==> config.mk <==
export PLATFORM = sky130hd
export DESIGN_NAME = ggx_queue
export DESIGN_NICKNAME = d
export VERILOG_FILES = /design/src/rtl/ggx_pkg.sv /design/src/rtl/ggx_queue.sv
export SDC_FILE = /design/constraint.sdc
export NUM_CORES = 1
export LEC_CHECK = 0
export BUFFER_PORTS_ARGS = -buffer_cell sky130_fd_sc_hd__buf_2
export CORE_MARGIN = 2
export CORE_UTILIZATION = 53
export DETAILED_ROUTE_END_ITERATION = 8
export PLACE_DENSITY_LB_ADDON = 0.25
export SETUP_SLACK_MARGIN = 0.05
export SLEW_MARGIN = 20
export SYNTH_ARGS = -nofsm -noshare
export SYNTH_HDL_FRONTEND = slang
export SYNTH_SLANG_ARGS = --single-unit
==> constraint.sdc <==
create_clock -name clk_i -period 13.3 [get_ports clk_i]
set_clock_uncertainty 0.2 [all_clocks]
set_input_delay 0 -clock clk_i [delete_from_list [all_inputs] [get_ports clk_i]]
set_output_delay 0 -clock clk_i [all_outputs]
set_load 0.1 [all_outputs]
==> src/rtl/ggx_pkg.sv <==
// ggx_pkg: shared types, constants and the cordic angle table for the ggx sampler
// used by ggx_front, ggx_queue, ggx_back and ggx_normal_sampler
package ggx_pkg;

  localparam int DivSteps    = 29;
  localparam int CordicSteps = 20;
  localparam int SqrtSteps   = 16;

  localparam logic [32:0] CordicGain  = 33'd652032874;
  localparam logic [31:0] AlphaSqReset = 32'h0100_0000;
  localparam logic signed [15:0] UnitQ14 = 16'sd16384;

  typedef enum logic [1:0] {
    QUAD_0   = 2'd0,
    QUAD_90  = 2'd1,
    QUAD_180 = 2'd2,
    QUAD_270 = 2'd3
  } quad_e;

  // one classified item between front and back
  typedef struct packed {
    quad_e       quad;
    logic [13:0] angle;
    logic [16:0] one_minus_b;
    logic [47:0] alpha_sq_b;
  } item_t;

  // atan(2^-i) in units of 2^-32 turn
  function automatic logic [29:0] atan_turn(input logic [4:0] idx);
    logic [29:0] r;
    case (idx)
      5'd0:  r = 30'h20000000;
      5'd1:  r = 30'h12E4051E;
      5'd2:  r = 30'h09FB385B;
      5'd3:  r = 30'h051111D4;
      5'd4:  r = 30'h028B0D43;
      5'd5:  r = 30'h0145D7E1;
      5'd6:  r = 30'h00A2F61E;
      5'd7:  r = 30'h00517C55;
      5'd8:  r = 30'h0028BE53;
      5'd9:  r = 30'h00145F2F;
      5'd10: r = 30'h000A2F98;
      5'd11: r = 30'h000517CC;
      5'd12: r = 30'h00028BE6;
      5'd13: r = 30'h000145F3;
      5'd14: r = 30'h0000A2FA;
      5'd15: r = 30'h0000517D;
      5'd16: r = 30'h000028BE;
      5'd17: r = 30'h0000145F;
      5'd18: r = 30'h00000A30;
      5'd19: r = 30'h00000518;
      default: r = 30'h0;
    endcase
    return r;
  endfunction

endpackage

==> src/rtl/ggx_queue.sv <==
// ggx_queue: two-entry queue of classified items between front and back
// depends on ggx_pkg
module ggx_queue import ggx_pkg::*; (
  input  logic  clk_i,
  input  logic  rst_ni,
  input  logic  push_i,
  input  item_t item_i,
  output logic  full_o,
  output logic  pop_o,
  output item_t item_o
);

  item_t       mem_q [2];
  logic        wr_q, rd_q;
  logic [1:0]  cnt_q;

  // back end never stalls, so a stored item is always taken
  assign pop_o  = (cnt_q != 2'd0);
  assign full_o = (cnt_q == 2'd2);
  assign item_o = mem_q[rd_q];

  always_ff @(posedge clk_i) begin
    if (push_i) begin
      mem_q[wr_q] <= item_i;
    end
  end

  always_ff @(posedge clk_i or negedge rst_ni) begin
    if (!rst_ni) begin
      wr_q  <= 1'b0;
      rd_q  <= 1'b0;
      cnt_q <= 2'd0;
    end else begin
      if (push_i) wr_q <= !wr_q;
      if (pop_o)  rd_q <= !rd_q;
      cnt_q <= cnt_q + 2'(push_i) - 2'(pop_o);
    end
  end

endmodule

Word level (Yosys, flattened, before mapping)
Memories as Yosys holds them, arrays and structs flattened.
Cells that the tools add are included.
{"block": "word_totals", "ff_bits": 4, "ram_bits": 162, "in_bits": 84, "output_inout_bits": 83, "memories": 1}
{"block": "op_classes", "add_sub_neg": 2, "n_eq_ne": 1, "n_mux": 2, "reduce_logical": 3}
{"memory": "mem_q", "words": 2, "width": 81, "read_ports": 1, "rd_clocked_by_memory_dff": 0, "wr": 1, "line_no": "ggx_queue.sv:13", "rtl": "item_t mem_q [2];"}
{"cell": "2-bit by 1-bit adder with 2-bit output", "count": 1}
{"cell": "2-bit == test, second input constant", "count": 1}
{"cell": "1-bit logical NOT", "count": 2}
{"cell": "1-bit two-way mux", "count": 2}
{"cell": "2-bit nonzero test", "count": 1}
{"cell": "2-bit by 1-bit subtractor with 2-bit output", "count": 1}

Longest topological paths before layout
{"block": "depth", "word_depth": 2, "ltp_mapped": 3}

Least setup slack after synthesis
No wires, ideal clock.
{"block": "synth_path", "kind": "register to register", "start": "register wr_q", "end": "memory mem_q[0][0] in the netlist's numbering (enable)", "setup_time_ns": 0.531, "arrival_time_ns": 3.994, "setup_slack_ns": 8.575, "path_stages_with_launch": 2, "path_buffers": 0, "period_less_slack_ns": 4.725, "cell_sequence": "dfrtp_1 > nor2b_1"}
{"item": "from (decl)", "line_no": "ggx_queue.sv:14", "rtl": "logic wr_q, rd_q;"}
{"item": "from (signal assigned)", "line_no": "ggx_queue.sv:34", "rtl": "if (push_i) wr_q <= !wr_q;"}
{"item": "to (decl)", "line_no": "ggx_queue.sv:13"}
Straight into the memory's write port.

==> summary.txt <==
Routing
  • Post-Route WL: 11600 um
  • Remaining DRCs: 0
  • DR WL/cell: 16.8 um
  • DRT Pass-1 Iters: 5
  • Routed Antenna Nets: 0
  • Via count: 3321
  • DRT iter0 DRCs: 170
  • Vias per cell: 4.82

CTS
  • Number of post-CTS setup repair buffers: 0
  • Num CTS Buffers: 17
  • Clock Sinks: 166
  • Root buffer cell: clkbuf_16
  • Htree depth: 4
  • CTS tree: built
  • CTS clk-pin slew, worst paths: 0.06 ns
  • CTS max path bufs: 2
  • Post-cts repair resize count: 0
  • Clock Latency Late Sink: 0.41 ns

Setup path
  • CP Capture Type: output port
  • Worst reg2reg path depth: 3
  • Setup crit start kind: flip-flop
  • Worst Path Required: ~13 ns
  • RR Startpoint: wr_q$_DFFE_PN0P_
  • Setup CP Type: reg -> out
  • Critical Path End: item_o[8]
  • Critical path startpoint: rd_q$_DFFE_PN0P_
  • Worst reg-to-reg setup slack: 11.05 ns
  • FF-to-FF End: mem_q[0][79]$_DFFE_PP_
  • CP max FO: 42
  • Arr. time, crit path: around 2.8 ns

Timing
  • Tcrit/Tclk final: 22.8%
  • RSZ-0062 raised after global routing: false
  • Slew headroom: a little under half
  • TNS Setup: 0 ns
  • Hold Vio Cnt, Final: 0
  • Final Setup Violations: 0
  • Minimum clock period: 3.03 ns
  • Worst slew pin tran: 0.789 ns
  • Max-slew violations: 0
  • Highest clock rate: 0.330 GHz

GRT
  • GRT met3 Usage: 5.61%
  • GRT Overall Usage: 18.5%
  • Largest net degree at the start of global routing: between 80 and 90
  • Grt met2 use: 32.5%
  • Vias in the first global route: 3611
  • First-pass GRT wire length: 17600 um
  • Initial antenna violation count: 0
  • Total gr overflow: 0
  • Global Route met1 Usage: between 20% and 30%
  • Grt peak-use layer: met2

Yosys
  • YS warnings: 0
  • Count leader, synth: edfxtp_1
  • Syn Inst Count: 266
  • Ys flop type: edfxtp_1
  • Ys async rst share: 2.41%
  • Number of synthesized flops with an enable pin: 162
  • Post-Syn Nets: 351
  • Synth area leader: edfxtp_1
  • Synth cell count leaders: edfxtp_1 (162), mux2_4 (79), buf_12 (8)
  • Sequential-to-total area share from yosys stat: between 70% and 80%
  • Synth top area share: about three quarters
  • Synthesized area per cell: 24.1 sq um
  • Yosys cell types: 13
  • Area contributors post-synth: edfxtp_1 (76%), mux2_4 (18%), buf_12 (2.5%)
  • Mapped Area: 6420 sq um
  • Synthesized flop and latch total: 166

Floorplan
  • # rows: 40
  • IO Count: 167
  • Chip width: 114 um
  • Die Area: roughly 13000 sq um
  • Die height: 114 um
  • Initial Utilization: 53.9%
  • Core area: 11900 sq um

Finish
  • Non-filler instance count after layout: 689
  • Fraction of layout cells with a size suffix above 1: roughly half
  • N_diodes: 0
  • Fillers: 730
  • Final Net Count: between 600 and 700
  • Finished layout cell area: 8690 sq um
  • Area delta synth->final: 35.3%

Status
  • Status: finished clean

Placement
  • Final Wtd Congestion: 0.710
  • Port buffer count: 166
  • Number of instances in the placed design: 572
  • HPWL Detailed: 6800 um
  • Placed cell area: about 7300 sq um

Worst hold path
  • HP Class: in -> reg

Job
  • Number of max-cap violations: 0
## area by class of cell
class	instances	area, sq um	area share, %
flip-flops and latches	166	4970	57.2
repair buffers	254	1730	20.0
well taps	147	184	2.12
clock buffers	23	448	5.16
multi-input cells	91	1290	14.9
clock inverters	8	58.8	0.677
## worst min-delay path by stage
stage / start / endpoint / slack, ns / depth (start not counted)
after detailed placement: rst_ni / cnt_q[1]$_DFF_PN0_ / -0.39 / 1
final: item_i[50] / mem_q[1][50]$_DFFE_PP_ / 0.11 / 2
after global placement: rst_ni / cnt_q[0]$_DFF_PN0_ / -0.39 / 1
after CTS: item_i[1] / mem_q[0][1]$_DFFE_PP_ / 0.08 / 2
after global routing: item_i[2] / mem_q[0][2]$_DFFE_PP_ / 0.10 / 2
after floorplan: rst_ni / cnt_q[0]$_DFF_PN0_ / -0.50 / 0
## cells by family after synthesis
kind of cell  after synthesis  share of synthesized area [%]
fa+ha+maj                   1                          0.195
flops                     166                           77.3
xor+xnor                    3                          0.409
simple gates                6                          0.546
mux                        81                           18.8
buf+inv                     9                           2.67
## what timing repair did
item | in CTS | in global routing
endpoints found under the setup margin | 0 | 0
endpoints found under the hold margin | 169 | 0
hold buffers | 84 | 0
## cells in the final DEF (no fill, tap or decap)
master           n
xor2_1           2
mux2_4          79
and2_4           1
mux2_2           2
nand2_1          1
xnor2_1          1
dlygate4sd3_1   84
clkbuf_16       17
clkbuf_1         6
dfrtp_4          1
nor2b_4          1
buf_4            2
nor2b_1          2
buf_16           1
ha_1             1
bufinv_16        1
dfrtp_1          3
buf_2          166
or2_2            1
buf_12           1
clkinv_1         5
edfxtp_1       162
clkinv_2         2
## critical path, stage by stage (launching register included)
cell,delay [ns]
dfrtp_4,0.95
buf_4,0.72
mux2_4,0.28
buf_2,0.42
## flip-flops by register name (all words and copies together), names as in the netlist
| register | flops |
|---|---|
| mem_q | 162 |
| rd_q | 1 |
| wr_q | 1 |
| cnt_q | 2 |
## per-stage QoR
stage / utilization (%) / hold WS, ns / setup slack (ns)
finish: 72.9 / 0.110 / 10.27
CTS: 72.5 / 0.0796 / 10.22
global placement: 61.2 / -0.393 / 10.68
floorplan: - / -0.496 / 8.58
detailed placement: 61.2 / -0.388 / 10.66
global route: 72.9 / 0.101 / 10.14
## routing by layer
metal  vias up  part of all wire [%]
met5         -                     0
met4         0                   2.2
met3        21                   5.3
met1      1608                    38
li1       1584                     -
met2       108                    55
Power is left out: the tool's default activity adds up to more than one toggle a clock period on the data nets, which glitch-free logic cannot reach.
