<file path="config.mk">
export PLATFORM = sky130hd
export DESIGN_NAME = ggx_front
export DESIGN_NICKNAME = d
export VERILOG_FILES = /design/src/rtl/ggx_pkg.sv /design/src/rtl/ggx_front.sv
export SDC_FILE = /design/constraint.sdc
export NUM_CORES = 2
export LEC_CHECK = 0
export BUFFER_PORTS_ARGS = -buffer_cell sky130_fd_sc_hd__buf_2
export CAP_MARGIN = 20
export CORE_MARGIN = 2
export CORE_UTILIZATION = 40
export DETAILED_ROUTE_END_ITERATION = 7
export GPL_ROUTABILITY_DRIVEN = 0
export MAX_ROUTING_LAYER = met4
export SYNTH_ARGS = -nofsm -noshare
export SYNTH_HDL_FRONTEND = slang
export SYNTH_SLANG_ARGS = --single-unit
</file>
<file path="constraint.sdc">
create_clock -name clk_i -period 12.2 [get_ports clk_i]
set_input_delay 2.44 -clock clk_i [delete_from_list [all_inputs] [get_ports clk_i]]
set_output_delay 2.44 -clock clk_i [all_outputs]
set_load 0.1 [all_outputs]
</file>
<file path="src/rtl/ggx_pkg.sv">
// ggx_pkg: shared types, constants and the cordic angle table for the ggx sampler
// used by ggx_front, ggx_queue, ggx_back and ggx_normal_sampler
package ggx_pkg;

  localparam int DivSteps    = 29;
  localparam int CordicSteps = 20;
  localparam int SqrtSteps   = 16;

  localparam logic [32:0] CordicGain  = 33'd652032874;
  localparam logic [31:0] AlphaSqReset = 32'h0100_0000;
  localparam logic signed [15:0] UnitQ14 = 16'sd16384;

  typedef enum logic [1:0] {
    QUAD_0   = 2'd0,
    QUAD_90  = 2'd1,
    QUAD_180 = 2'd2,
    QUAD_270 = 2'd3
  } quad_e;

  // one classified item between front and back
  typedef struct packed {
    quad_e       quad;
    logic [13:0] angle;
    logic [16:0] one_minus_b;
    logic [47:0] alpha_sq_b;
  } item_t;

  // atan(2^-i) in units of 2^-32 turn
  function automatic logic [29:0] atan_turn(input logic [4:0] idx);
    logic [29:0] r;
    case (idx)
      5'd0:  r = 30'h20000000;
      5'd1:  r = 30'h12E4051E;
      5'd2:  r = 30'h09FB385B;
      5'd3:  r = 30'h051111D4;
      5'd4:  r = 30'h028B0D43;
      5'd5:  r = 30'h0145D7E1;
      5'd6:  r = 30'h00A2F61E;
      5'd7:  r = 30'h00517C55;
      5'd8:  r = 30'h0028BE53;
      5'd9:  r = 30'h00145F2F;
      5'd10: r = 30'h000A2F98;
      5'd11: r = 30'h000517CC;
      5'd12: r = 30'h00028BE6;
      5'd13: r = 30'h000145F3;
      5'd14: r = 30'h0000A2FA;
      5'd15: r = 30'h0000517D;
      5'd16: r = 30'h000028BE;
      5'd17: r = 30'h0000145F;
      5'd18: r = 30'h00000A30;
      5'd19: r = 30'h00000518;
      default: r = 30'h0;
    endcase
    return r;
  endfunction

endpackage

</file>
<file path="src/rtl/ggx_front.sv">
// ggx_front: takes commands, holds alpha squared, forms 1-b and alpha^2*b
// depends on ggx_pkg
module ggx_front import ggx_pkg::*; (
  input  logic        clk_i,
  input  logic        rst_ni,
  input  logic        take_i,
  input  logic [15:0] azimuth_random_i,
  input  logic [15:0] polar_random_i,
  input  logic        cfg_we_i,
  input  logic [15:0] cfg_data_i,
  input  logic        q_full_i,
  output logic        hold_o,
  output logic        push_o,
  output item_t       item_o
);

  logic [31:0] alpha_sq_q;
  logic        valid_q;
  item_t       item_q;
  logic        adv;

  assign hold_o = valid_q && q_full_i;
  assign adv    = !hold_o;
  assign push_o = valid_q && !q_full_i;
  assign item_o = item_q;

  always_ff @(posedge clk_i or negedge rst_ni) begin
    if (!rst_ni) begin
      alpha_sq_q <= AlphaSqReset;
    end else if (cfg_we_i) begin
      alpha_sq_q <= cfg_data_i * cfg_data_i;
    end
  end

  always_ff @(posedge clk_i or negedge rst_ni) begin
    if (!rst_ni) begin
      valid_q <= 1'b0;
    end else if (adv) begin
      valid_q <= take_i;
    end
  end

  always_ff @(posedge clk_i) begin
    if (adv && take_i) begin
      item_q.quad        <= quad_e'(azimuth_random_i[15:14]);
      item_q.angle       <= azimuth_random_i[13:0];
      item_q.one_minus_b <= 17'h10000 - {1'b0, polar_random_i};
      item_q.alpha_sq_b  <= alpha_sq_q * polar_random_i;
    end
  end

endmodule

</file>
---- Yosys cells after proc, flatten, opt, wreduce, memory -nomap -nowiden ----
Index checks and enable logic that the tools add are counted.
Widths: inputs -> output; s select.
operators by class
  add/sub/neg operators ................... 1
  multipliers ............................. 2
  reductions and logical operators ........ 5
operator list
  kind                    count
  $mul 32x16->48          1
  $mul 16x16->32          1
  $sub 17x16->17 const A  1
  $logic_and 1x1->1       3
  $logic_not 1->1         2
storage, ports and cells
  output and inout bits ................... 83
  logic and storage cells ................. 14
  flip-flop bits (word level) ............. 114

---- Logic depth before layout (Yosys ltp) ----
  depth in word-level cells ............... 3
  depth in mapped cells ................... 26

---- Worst setup path after synthesis ----
OpenSTA, ideal clock, no wires.
  kind .................................... in2reg
  from .................................... input polar_random_i[7]
  to ...................................... register item_q (netlist bit item_o[46]), data pin
  required time ........................... 11.929 ns
  stages on the path ...................... 25
  arrival time ............................ 8.190 ns
  path slack .............................. 3.739 ns
  library setup time ...................... 0.271 ns
  cells stage by stage .................... clkbuf_1 -> clkbuf_1 -> nand2_1 -> fa_1 -> inv_1 -> fa_1 -> inv_1 -> fa_1 -> inv_1 -> fa_1 -> fa_1 -> inv_1 -> fa_1 -> inv_1 -> ha_1 -> buf_2 -> a21oi_1 -> o21ai_0 -> or2_2 -> or4_1 -> nand3_2 -> a21oi_2 -> o2111ai_1 -> a311o_1 -> o2111ai_1
between the ends
  cells in the longest elaborated chain, start to end .. 1
RTL lines
  what             line             text
  start, declared  ggx_front.sv:8   input logic [15:0] polar_random_i,
  $mul 32x16->48   ggx_front.sv:48  item_q.alpha_sq_b <= alpha_sq_q * polar_random_i;
  end, declared    ggx_front.sv:19  item_t item_q;
Every way passes these cells.
A chain may end at the register's enable or synchronous reset.

---- Worst setup path after layout ----
  from .................................... input polar_random_i[2]
  to ...................................... register item_q (netlist bit item_o[32]), data pin
Same word-level chain as after synthesis.

==> results.yml <==
status:
  outcome: "finished clean"
sta:
  max_freq_mhz: 113
  finalCritPeriodShare_pct: 72.7
  max_slew_margin_pct: 36.9
  setup_tns_ns: 0
  fin_crit_ns: 8.87
  worstMarginPinSlew_ns: 0.946
  hold_ws_ns: 0.686
  grt_setup_unrepaired: "no"
  final_max_slew_viol_count: 0
  finalHoldViolCount: 0
  fin_skew_ns: 0.0256
  setup_viol: 0
job:
  maxCapViolCount: 0
finish:
  fin_util_pct: 43.2
  syn_to_final_growth_pct: 7.22
  drive_gt1_share_pct: 7.83
  final_nets: 3762
  fill_cells: 6561
  multi_input_area_um2: 20800
  diodes: 0
  register_area_um2: 3230
drt:
  vias: 19000
  wirelength_um: 65900
  via_per_inst: 5.00
  ant_nets: 0
  drc: 0
  drt_iter0_markers: 970
  avgRoutedWirePerCell_um: 17.4
  first_pass_iters: 5
critical_path:
  path_class: "in2reg"
  crit_path_max_fanout: 35
  start_kind: "input pin"
  critPathCaptureType: "register"
  r2r_end: "item_o[32]"
  reg2reg_depth: 20
  required_ns: 12.43
  worstPathArrival_ns: 9.10
  r2r_start: "alpha_sq_q[10]"
  r2r_slack_ns: 5.09
clock_network:
  clk_latency_ns: 0.50
  clock_sinks: 113
  root_buffer: "clkbuf_16"
  cts_buffers: 17
  cts_hold_buf: 0
  cts_resized: 0
  cts.path.max_buffers: 2
  post-cts-setup-buffers: 0
  clkTransAtPathRegs_ns: 0.07
  htree_levels: 4
  cts_tree: "built"
die:
  die-height_um: 264
  core.rowCount: 95
  pin_count: 136
  initial_utilization_pct: 40.3
  core_area_um2: 67200
  die-area_um2: 69800
  fp.dieW_um: 264
synth:
  syn_inst: 2865
  yosysTopAreaCell: "fa_1"
  ys_seq_area_share_pct: 11.9
  yosysWarnings: 0
  synthArstFlopShare_pct: 28.3
  synth_top_cell_area_share_pct: 42.5
  synth-edff-count: 81
  synth-seq-cells: 113
  synth.avg_cell_area_um2: 9.45
  ys.flop_type: "edfxtp_1"
  netlist_top_cells_area: "fa_1 42%, ha_1 10%, inv_1 9.5%"
  syn_area_um2: 27100
  synth.distinct_cells: 71
place:
  placement.io_buffers: 135
  hpwl_um: 51200
global_routing:
  grt_pass1_vias: 20800
  overflow: 0
  grt_max_degree: 52
  antenna_found_initial: 0
  track_usage_pct: 21.0
  grt_pass1_wl_um: 111000
min_path:
  hp-class: "reg2reg"
  hold_start: "valid_q"
  hold_path_depth: 2
  hold_end: "valid_q"
-- Yosys cell counts (all sizes together) (3+ instances only) --
library cell / n
a211o: 4
a211oi: 6
a21o: 32
a21oi: 64
a31oi: 8
a41oi: 4
and2: 264
and3: 8
and4: 4
clkbuf: 123
dfrtp: 31
edfxtp: 81
fa: 575
ha: 224
inv: 689
mux2: 27
nand2: 380
nand2b: 7
nand3: 20
nand3b: 4
nand4: 8
nor2: 65
nor2b: 13
nor3: 12
nor4: 7
nor4b: 3
o211ai: 6
o21a: 8
o21ai: 38
o21bai: 12
o22ai: 3
o31ai: 4
or2: 10
xnor2: 63
xor2: 27
-- how the worst max path moves through the flow --
stage,from,end,slack [ns],depth (start not counted)
CTS,polar_random_i[2],item_o[41],3.44,20
global route,polar_random_i[2],item_o[46],3.10,21
finish,polar_random_i[2],item_o[32],3.33,21
detailed placement,polar_random_i[2],item_o[41],2.87,20
global placement,polar_random_i[2],item_o[41],3.02,20
floorplan,polar_random_i[7],item_o[46],3.74,25
-- cell usage in the layout, fill, tap and decap left out, drive strengths merged, types with 6 or more instances in the layout --
cell,Yosys,layout
xnor2,63,63
a211oi,6,6
a21o,32,32
or2,10,10
o21a,8,8
nor4,7,7
nand2b,7,7
clkbuf,123,18
conb,2,8
o211ai,6,6
and2,264,264
inv,689,695
a21oi,64,64
o21ai,38,38
mux2,27,27
nor2,65,65
nand3,20,20
nand2,380,380
dfrtp,31,31
fa,575,575
edfxtp,81,81
and3,8,8
nor3,12,12
nor2b,13,13
xor2,27,27
ha,224,224
nand4,8,8
o21bai,12,12
a31oi,8,8
buf,1,144
-- critical path, cell delays in order --
cell      delay, ns
buf_2          0.67
nand2_1        0.18
fa_1           0.53
fa_1           0.58
fa_1           0.46
fa_1           0.56
inv_1          0.05
fa_1           0.47
inv_1          0.05
fa_1           0.47
inv_1          0.04
ha_1           0.35
a21oi_1        0.17
o21ai_0        0.18
or2_2          0.37
o21a_1         0.27
a31oi_1        0.39
o221ai_1       0.26
a31o_2         0.30
a21oi_1        0.17
xnor2_1        0.08
-- stage by stage --
step	instances	setup slack, ns	cell area, um^2
detailed placement	3764	2.87	28500
CTS	3796	3.44	29000
finish	3796	3.33	29000
global route	3796	3.10	29000
global placement	3764	3.02	28500
floorplan	2871	3.74	27100
-- state kept, by name, indices dropped and copies added (netlist names) --
name        cells
item_o         81
alpha_sq_q     31
valid_q         1
-- metal layers --
layer | share of wire (%) | routed length [um] | vias to the layer above | GRT usage, %
met3 | 4.2 | 2800 | 81 | 2.95
li1 | - | - | 8639 | -
met5 | 0 | 0 | - | -
met1 | 43 | 28400 | 9856 | 26.1
met4 | 2.5 | 1620 | 0 | 6.11
met2 | 50 | 33000 | 410 | 35.7
-- cell families (layout without fill, tap and decap cells) --
family / after synthesis / after routing / share of synthesized area [%]
other: 2 / 8 / 0.0277
flip-flops: 113 / 113 / 11.9
AO/OA/AOI/OAI: 210 / 210 / 5.21
buffers and inverters: 813 / 865 / 11.3
multiplexers: 28 / 28 / 1.17
AND/OR/NAND/NOR: 810 / 810 / 14.6
adder cells (fa/ha/maj): 799 / 799 / 52.8
XOR/XNOR: 90 / 90 / 2.91
-- cell type report --
class / count / area share, %
inverters: 689 / 8.90
flip-flops and latches: 113 / 11.1
clock buffers: 18 / 1.48
multi-input cells: 1945 / 71.7
repair buffers: 144 / 2.56
clock inverters: 14 / 0.444
well taps: 873 / 3.76
Power is not shown: default switching activity piles up to over one toggle a cycle in this logic, so the estimate is an artifact.
